## src/rtl/core/mtp_pkg.sv

```systemverilog
// Shared constants and types for the MT19937 generator.
`timescale 1ns / 1ps
package mtp_pkg;
  localparam int Words = 624;
  localparam int Shift = 397;
  localparam int AddrW = 10;
  localparam logic [31:0] InitMult = 32'd1812433253;
  localparam logic [31:0] Matrix   = 32'h9908B0DF;
  localparam logic [31:0] TemperB  = 32'h9D2C5680;
  localparam logic [31:0] TemperC  = 32'hEFC60000;
  localparam int TryLimit = 64;

  localparam logic [1:0] CMD_SEED    = 2'd0;
  localparam logic [1:0] CMD_RAW     = 2'd1;
  localparam logic [1:0] CMD_UNIFORM = 2'd2;
  localparam logic [1:0] CMD_NONE    = 2'd3;

  typedef struct packed {
    logic        valid;
    logic [1:0]  cmd;
    logic [31:0] operand;
  } q_head_t;
endpackage

```

## src/rtl/core/mtp_front.sv

```systemverilog
// Front end: accepts commands, drops the CMD_NONE code, two-entry queue to the back end.
`timescale 1ns / 1ps
module mtp_front (
  input  logic                 clk,
  input  logic                 rst_n,
  input  logic                 in_valid,
  output logic                 in_ready,
  input  logic [1:0]           in_command,
  input  logic [31:0]          in_operand,
  output mtp_pkg::q_head_t     head,
  input  logic                 pop
);
  logic [1:0]  cmd_r [2];
  logic [31:0] opd_r [2];
  logic [1:0]  cnt_r, cnt_nxt;
  logic        push, do_pop;

  assign in_ready = (cnt_r != 2'd2);
  assign push     = in_valid && in_ready && (in_command != mtp_pkg::CMD_NONE);
  assign do_pop   = pop && (cnt_r != 2'd0);

  assign head.valid   = (cnt_r != 2'd0);
  assign head.cmd     = cmd_r[0];
  assign head.operand = opd_r[0];

  always_comb begin
    cnt_nxt = cnt_r;
    if (push && !do_pop) cnt_nxt = cnt_r + 2'd1;
    else if (!push && do_pop) cnt_nxt = cnt_r - 2'd1;
  end

  always_ff @(posedge clk) begin
    if (!rst_n) begin
      cnt_r <= 2'd0;
    end else begin
      cnt_r <= cnt_nxt;
    end
  end

  // a push that lands in the head slot takes precedence over the shift
  always_ff @(posedge clk) begin
    if (push && (cnt_nxt == 2'd1)) begin
      cmd_r[0] <= in_command;
      opd_r[0] <= in_operand;
    end else if (do_pop) begin
      cmd_r[0] <= cmd_r[1];
      opd_r[0] <= opd_r[1];
    end
    if (push && (cnt_nxt != 2'd1)) begin
      cmd_r[1] <= in_command;
      opd_r[1] <= in_operand;
    end
  end
endmodule

```

## config.mk

```make
export PLATFORM = sky130hd
export DESIGN_NAME = mtp_front
export DESIGN_NICKNAME = d
export VERILOG_FILES = /design/src/rtl/core/mtp_pkg.sv /design/src/rtl/core/mtp_front.sv
export SDC_FILE = /design/constraint.sdc
export NUM_CORES = 1
export LEC_CHECK = 0
export BUFFER_PORTS_ARGS = -buffer_cell sky130_fd_sc_hd__buf_2
export CAP_MARGIN = 20
export CORE_AREA = 2 2 63 110
export DETAILED_ROUTE_END_ITERATION = 8
export DIE_AREA = 0 0 65 112
export GPL_ROUTABILITY_DRIVEN = 0
export PLACE_DENSITY = 0.81
export SYNTH_ARGS = -nofsm -noshare
export SYNTH_HDL_FRONTEND = slang
export SYNTH_SLANG_ARGS = --single-unit
```

## constraint.sdc

```tcl
create_clock -name clk -period 4.65 [get_ports clk]
set_clock_uncertainty 0.15 [all_clocks]
set_input_delay 0.465 -clock clk [delete_from_list [all_inputs] [get_ports clk]]
set_output_delay 0.465 -clock clk [all_outputs]
set_load 0.03 [all_outputs]
```

### Yosys cells after proc, flatten, opt, wreduce, memory -nomap -nowiden

Memory sizes are Yosys's and may differ from the RTL's.
Cells that the tools add are included.

| storage, ports and cells | value |
|---|---|
| bits in writable memories | 68 |
| output and inout port bits | 36 |
| register bits | 2 |
| input port bits | 38 |
| memories | 2 |
| word-level logic and storage cells | 32 |

Memory list:

| name | words | bits a word | read ports | clocked after Yosys merged registers in | write ports | line | source |
|---|---|---|---|---|---|---|---|
| opd_r | 2 | 32 | 2 | 0 | 2 | mtp_front.sv:14 | `logic [31:0] opd_r [2];` |
| cmd_r | 2 | 2 | 2 | 0 | 2 | mtp_front.sv:13 | `logic [1:0] cmd_r [2];` |

| cells by class | value |
|---|---|
| add/sub/neg operators | 2 |
| reduce and logical (&&, ||, !) cells | 10 |
| muxes and demuxes | 11 |
| bitwise gates (word level) | 2 |
| eq/ne operators | 4 |

Operator list:

| cell | number |
|---|---|
| two-way mux 32 bit | 1 |
| logical AND 1 bit | 7 |
| two-way mux 1 bit | 7 |
| two-way mux 2 bit | 3 |
| inequality test 2 bit (second input constant) | 2 |
| adder 2 x 1 -> 2 bit (second input constant) | 1 |
| == test 2 x 1 -> 1 bit (second input constant) | 1 |
| zero test 1 bit | 2 |
| inequality test 2 x 1 -> 1 bit (second input constant) | 1 |
| bitwise OR 1 bit | 2 |
| nonzero test 2 bit | 1 |
| subtractor 2 x 1 -> 2 bit (second input constant) | 1 |

### Logic depth before layout (Yosys ltp)

Gate-level depths: netlist (run 1).

| depth | value |
|---|---|
| word-level depth | 12 |
| depth in mapped cells | 6 |
| depth with buffers taken out | 6 |

### Worst setup path after synthesis (run 1)

No wires, ideal clock.

| timing | value |
|---|---|
| path kind | flip-flop to flip-flop |
| start | reg cnt_r[0] |
| end | mem cmd_r[1][0] (netlist: cmd_r[0][2]), enable pin |
| stages on the path, launching flop included | 6 |
| setup time | 0.488 ns |
| period minus slack after synthesis | 4.364 ns |
| arrival time | 3.726 ns |
| buffers on the path | 0 |
| setup slack | 0.286 ns |
| data required time | 4.012 ns |
| cells stage by stage | dfxtp_1 > inv_1 > ha_1 > nor2b_4 > nand2_1 > a311oi_1 |

RTL lines:

| item | line | source |
|---|---|---|
| start, declared | mtp_front.sv:15 | `logic [1:0] cnt_r, cnt_nxt;` |
| start signal, assigned | mtp_front.sv:36 | `cnt_r <= cnt_nxt;` |
| end, declared | mtp_front.sv:13 |  |

==> results of run 1 <==
-- sequential cells by signal, indices dropped and copies added, names as in the netlist --
register and cells:
cmd_r 4, cnt_r 2, opd_r 64
-- area by class of cell --
class,count,area [um^2]
multi-input combinational,53,604
fill,518,2950
inverter,4,15.0
tap,82,103
timing repair buffer,76,388
clock buffer,14,244
clock inverter,2,10.0
sequential,70,2080
-- worst max-delay path, stage by stage, from the launching register on --
cell and delay, ps:
dfxtp_1 520, inv_1 150, ha_1 270, nor2b_1 330
nor3_1 140, a311oi_4 630, buf_4 430
-- cells in the mapped netlist --
cell,n
mux2_2,30
nand3_1,1
a31oi_1,1
a41oi_4,1
nand2_1,1
nand2b_4,1
and2_1,1
mux2_4,4
inv_1,4
dfxtp_1,2
a311oi_1,1
nor2b_4,1
o31ai_1,1
nor3_1,1
buf_6,3
nor2b_1,1
nand2_2,1
o311a_1,1
o211ai_1,1
buf_4,34
a21oi_1,1
xnor2_1,2
ha_1,2
edfxtp_1,68
-- cell usage in the layout, fill, tap and decap left out, drive strengths merged --
cell	synthesis	routed
nor3	1	1
a41oi	1	1
mux2	34	34
a311oi	1	1
and2	1	1
nand2	2	2
dfxtp	2	2
clkinv	0	2
buf	37	76
nor2b	2	2
nand2b	1	1
a21oi	1	1
inv	4	4
clkbuf	0	14
xnor2	2	2
nand3	1	1
o31ai	1	1
o211ai	1	1
edfxtp	68	68
o311a	1	1
ha	2	2
a31oi	1	1
-- per-layer routing --
layer / vias to the layer above / wire [um]
met4: 0 / 200
met5: - / 0
met3: 14 / 252
met2: 48 / 2320
li1: 689 / -
met1: 678 / 1780
-- cell families after synthesis --
kind of cell,Yosys count,synth area share
AND/OR/NAND/NOR,8,0.0203
AO/OA/AOI/OAI,7,0.0245
buffers and inverters,41,0.103
adder cells (fa/ha/maj),2,0.00846
XOR/XNOR,2,0.00592
flip-flops,70,0.704
multiplexers,34,0.134
-- power by group through the flow --
stage,combinational (mW),sequential (mW),clock (mW)
3_3_place_gp,0.813,1.02,0
3_5_place_dp,0.838,1.03,0
5_1_grt,0.882,1.03,0.620
4_1_cts,0.839,1.02,0.591
6_report,0.822,1.02,0.576
2_1_floorplan,0.733,1.04,0
-- worst paths after layout --
path	slack, ps	from	end	depth (start not counted)
max	1700	cnt_r[0]	opd_r[0][32]	6
min	180	in_operand[27]	opd_r[0][59]	1
max reg2reg	1700	cnt_r[0]	opd_r[0][32]	6
min reg2reg	400	opd_r[0][49]	opd_r[0][17]	1
-- metrics by stage --
| stage | hold slack, ps | std cells | util | area, um^2 | worst slack (ps) |
|---|---|---|---|---|---|
| 2_1_floorplan | 373 | 164 | - | 2960 | 286 |
| 3_3_place_gp | 376 | 285 | 0.499 | 3190 | 1780 |
| 3_5_place_dp | 383 | 285 | 0.499 | 3190 | 1650 |
| 4_1_cts | 169 | 301 | 0.539 | 3450 | 1640 |
| 5_1_grt | 172 | 301 | 0.539 | 3450 | 1470 |
| 6_report | 181 | 301 | 0.539 | 3450 | 1700 |
==> results.cfg, run 1 <==
[final_layout]
area_delta_synth_final_pct = 16.4
drive_gt1_frac = 0.580
antenna_cells = 0
layout.nets = 254

[setup_path]
critPathArrivalTime_ps = 2800
worst_setup_path_end_kind = flip-flop
worstSetupPathType = flip-flop to flip-flop
start_kind = flip-flop
crit_required_ps = 4490
crit_fanout = 22

[routing]
vias_per_cell = 4.75
drc_errors = 0
firstDrtPassIters = 4
wl_per_cell_um = 15.1
final_antenna_net_count = 0
finalWirelength_um = 4550
drt_iter0_markers = 18
vias = 1429

[yosys]
synth_nets = 204
synth_cell_type_count = 24
yosys-top-cells-area = edfxtp_1 (69%), mux2_2 (11%), buf_4 (8.6%)
yosys_warnings = 0
avgSynthCellArea_um2 = 18.0
synth_seq_area_share = 0.704
synth_top_area_frac = 0.690
mappedNetlistArea_um2 = 2960
netlist_instances = 164
yosys.area.top_type = edfxtp_1
synth-seq-cells = 70

[grt]
grt_antenna_before_repair = 0
grt_util_met3 = 0.0535
grtUsageMet2 = 0.215
grt_start_max_net_pins = 25
grt_pass1_vias = 1479
grt_pass1_wl_um = 7160
gr-total-overflow = 0
grt_use_met1 = 0.147
grt-busiest-layer = met2
grt_usage = 0.137

[power_and_ir_drop]
p_clk_frac = 0.238
seq_power_share = 0.421
internal-power_mw = 1.60
ir_drop_uv = 405
pwr-share-comb = 0.340
finalPower_mw = 2.42
power.leakage_nw = 1.30
p_per_area_nw_per_um2 = 701
swShare = 0.338
p_sw_mw = 0.817

[sta]
setup_viol = 0
rsz0062_at_grt = no
tns_ps = 0
tightest_slew_ps = 814
fin_crit_sh = 0.635
relSlewSlack = 0.455
drv_slew = 0
max_freq_ghz = 0.338
layout_min_cycle_time_ps = 2950
hold_violations = 0

[min_path]
min_path_type = primary input to flip-flop

[clocking]
cts_tree = done
clkLatencyLatePin_ps = 320
cts-root-buf = clkbuf_16
postCtsSetupBuffers = 0
clk_pin_slew_ps = 50
hold_buffers = 0
cts_max_level = 3
cts_buffer_depth = 2
cts_sinks = 70
numCtsBuffers = 9
ctsResizeCount = 0

[placed_design]
port_buffers = 73
hpwl_um = 3290

[floorplan]
dieArea_um2 = 7280
row_count = 39
chipHeight_um = 112
die_x_um = 65
core_um2 = 6390
start_util = 0.463
pin_count = 74

[status]
status = finished clean

[flow_run]
max_cap_violations = 0
Power figures use the tool's default switching activity.
==> run 2: changes to the inputs <==
- ABC_AREA: not set -> 1
- PLACE_DENSITY: 0.81 -> 0.82
- clock period: 4.65 -> 2.55 ns (I/O delays scaled with it)
==> run 2 against run 1 <==
Final area is 11% higher. Area after synthesis is 2.0% higher. Non-clock buffer count is 35 higher. Combinational power is 27% higher. Synthesized cell count is 50% higher. Via count is 36% higher. First-iteration DRC count grew to 5.8 times the previous value. Largest cell class unchanged.
==> results.cfg, run 2 <==
[status]
status = finished clean

[power_and_ir_drop]
p_clk_frac = 0.281
swShare = 0.322
seq_power_share = 0.440
internal-power_mw = 2.54
finalPower_mw = 3.75
p_per_area_nw_per_um2 = 979
pwr-share-comb = 0.279
power.leakage_nw = 1.63
ir_drop_uv = 608
p_sw_mw = 1.21

[final_layout]
layout.nets = 365
largestRegisters = opd_r: 64 flops, cmd_r: 4 flops, cnt_r: 2 flops
largest_reg_flops = 64
area_delta_synth_final_pct = 26.9
final_cell_mix = nand2_1 (73), buf_2 (73), edfxtp_1 (68)
largest-register = opd_r
antenna_cells = 0
drive_gt1_frac = 0.297
fill_cells = 506

[sta]
layout_min_cycle_time_ps = 2280
rsz0062_at_grt = no
hold_violations = 0
whs_ps = 35.0
relSlewSlack = 0.740
fin_crit_sh = 0.893
tns_ps = 0
tightest_slew_ps = 389
setup_viol = 0
drv_slew = 0
max_freq_ghz = 0.439

[yosys]
synthArstFlopShare = 0
post-synth-top-count-cell = nand2_1
synth_cell_type_count = 22
synthFlopType = edfxtp_1
mappedNetlistArea_um2 = 3020
yosys-top-cells-area = edfxtp_1 (68%), nand2_1 (9.2%), buf_4 (8.5%)
synth_top_area_frac = 0.677
synth_seq_area_share = 0.690
avgSynthCellArea_um2 = 12.3
yosys_warnings = 0
synth_edf_count = 68
yosys.area.top_type = edfxtp_1
netlist_instances = 246
ys_top_cells_by_count = nand2_1 (74), edfxtp_1 (68), nand3_1 (36)
synth-seq-cells = 70
synth_nets = 286

[floorplan]
row_count = 39
chipHeight_um = 112
pin_count = 74
core_um2 = 6390
dieArea_um2 = 7280
die_x_um = 65
start_util = 0.472

[clocking]
clkLatencyLatePin_ps = 320
cts_sinks = 70
cts_buffer_depth = 2
postCtsSetupBuffers = 0
cts-root-buf = clkbuf_16
cts_tree = done
cts_max_level = 3
ctsResizeCount = 0
clk_pin_slew_ps = 50
numCtsBuffers = 9
hold_buffers = 34

[grt]
grt_antenna_before_repair = 0
grt_usage = 0.167
grt_pass1_vias = 1905
grt_start_max_net_pins = 36
grt_pass1_wl_um = 8900
gr-total-overflow = 0

[routing]
finalWirelength_um = 5610
final_antenna_net_count = 0
vias_per_cell = 4.71
drt_iter0_markers = 104
firstDrtPassIters = 4
vias = 1941
drc_errors = 0
wl_per_cell_um = 13.6

[min_path]
hold_depth = 3
min_from = rst_n
min_path_type = primary input to flip-flop

[setup_path]
worstSetupPathType = primary input to flip-flop
critPathArrivalTime_ps = 2150
worst_setup_path_end_kind = flip-flop
crit_start = in_command[1]
timing.rr.start = cnt_r[0]
ff2ff_path_depth = 10
crit_required_ps = 2420
start_kind = primary input
crit_fanout = 25

[placed_design]
port_buffers = 73
hpwl_um = 3530

[flow_run]
max_cap_violations = 0
[run 2: path summary, 6_finish.rpt]
check                 to  slack [ps]
max          opd_r[0][9]         270
min             cnt_r[1]          30
max reg2reg  opd_r[0][9]         280
min reg2reg  opd_r[0][8]         390
[run 2: stage by stage]
| stage | setup WS [ps] | utilization | area [um^2] | cells |
|---|---|---|---|---|
| floorplan | 9.73 | - | 3030 | 246 |
| global placement | 421 | 0.507 | 3240 | 362 |
| detailed placement | 295 | 0.507 | 3240 | 362 |
| CTS | 274 | 0.599 | 3830 | 412 |
| global route | 143 | 0.599 | 3830 | 412 |
| finish | 273 | 0.599 | 3830 | 412 |
[run 2: area by class of cell]
cell class | count | area, um^2 | share of cell area
clock buffers | 13 | 240 | 0.0627
clock inverters | 3 | 11.3 | 0.00294
inverters | 8 | 32.5 | 0.00849
multi-input cells | 125 | 602 | 0.157
flip-flops and latches | 70 | 2080 | 0.543
well taps | 82 | 103 | 0.0268
repair buffers | 111 | 761 | 0.199
[run 2: critical path: stages]
cell,delay (ps)
dlygate4sd3_1,530
buf_2,130
nand2_1,110
nand3_2,140
nand2_1,110
nand3_1,120
nand2_2,160
nand3_4,110
nand2_2,250
buf_12,230
[run 2: power by group through the flow]
stage	Combinational (mW)	Sequential, mW	Clock [mW]
floorplan	0.883	1.66	0
global placement	0.985	1.67	0
detailed placement	1.01	1.67	0
CTS	1.05	1.65	1.08
global route	1.13	1.67	1.13
finish	1.04	1.65	1.05
[run 2: cell families (layout without fill, tap and decap cells)]
| logic type | count (synthesis) | count (layout) | share of synthesized area |
|---|---|---|---|
| DFF | 70 | 70 | 0.690 |
| AOI/OAI and AO/OA | 2 | 2 | 0.00332 |
| and+or+nand+nor | 121 | 121 | 0.183 |
| adders and majority gates | 2 | 2 | 0.00829 |
| buffers and inverters | 51 | 135 | 0.115 |
[run 2: layer usage]
| metal | track usage | vias to the layer above | wire length, um |
|---|---|---|---|
| li1 | - | 964 | - |
| met1 | 0.197 | 908 | 2280 |
| met2 | 0.267 | 59 | 2930 |
| met3 | 0.0535 | 10 | 290 |
| met4 | 0.0922 | 0 | 108 |
| met5 | 0 | - | 0 |
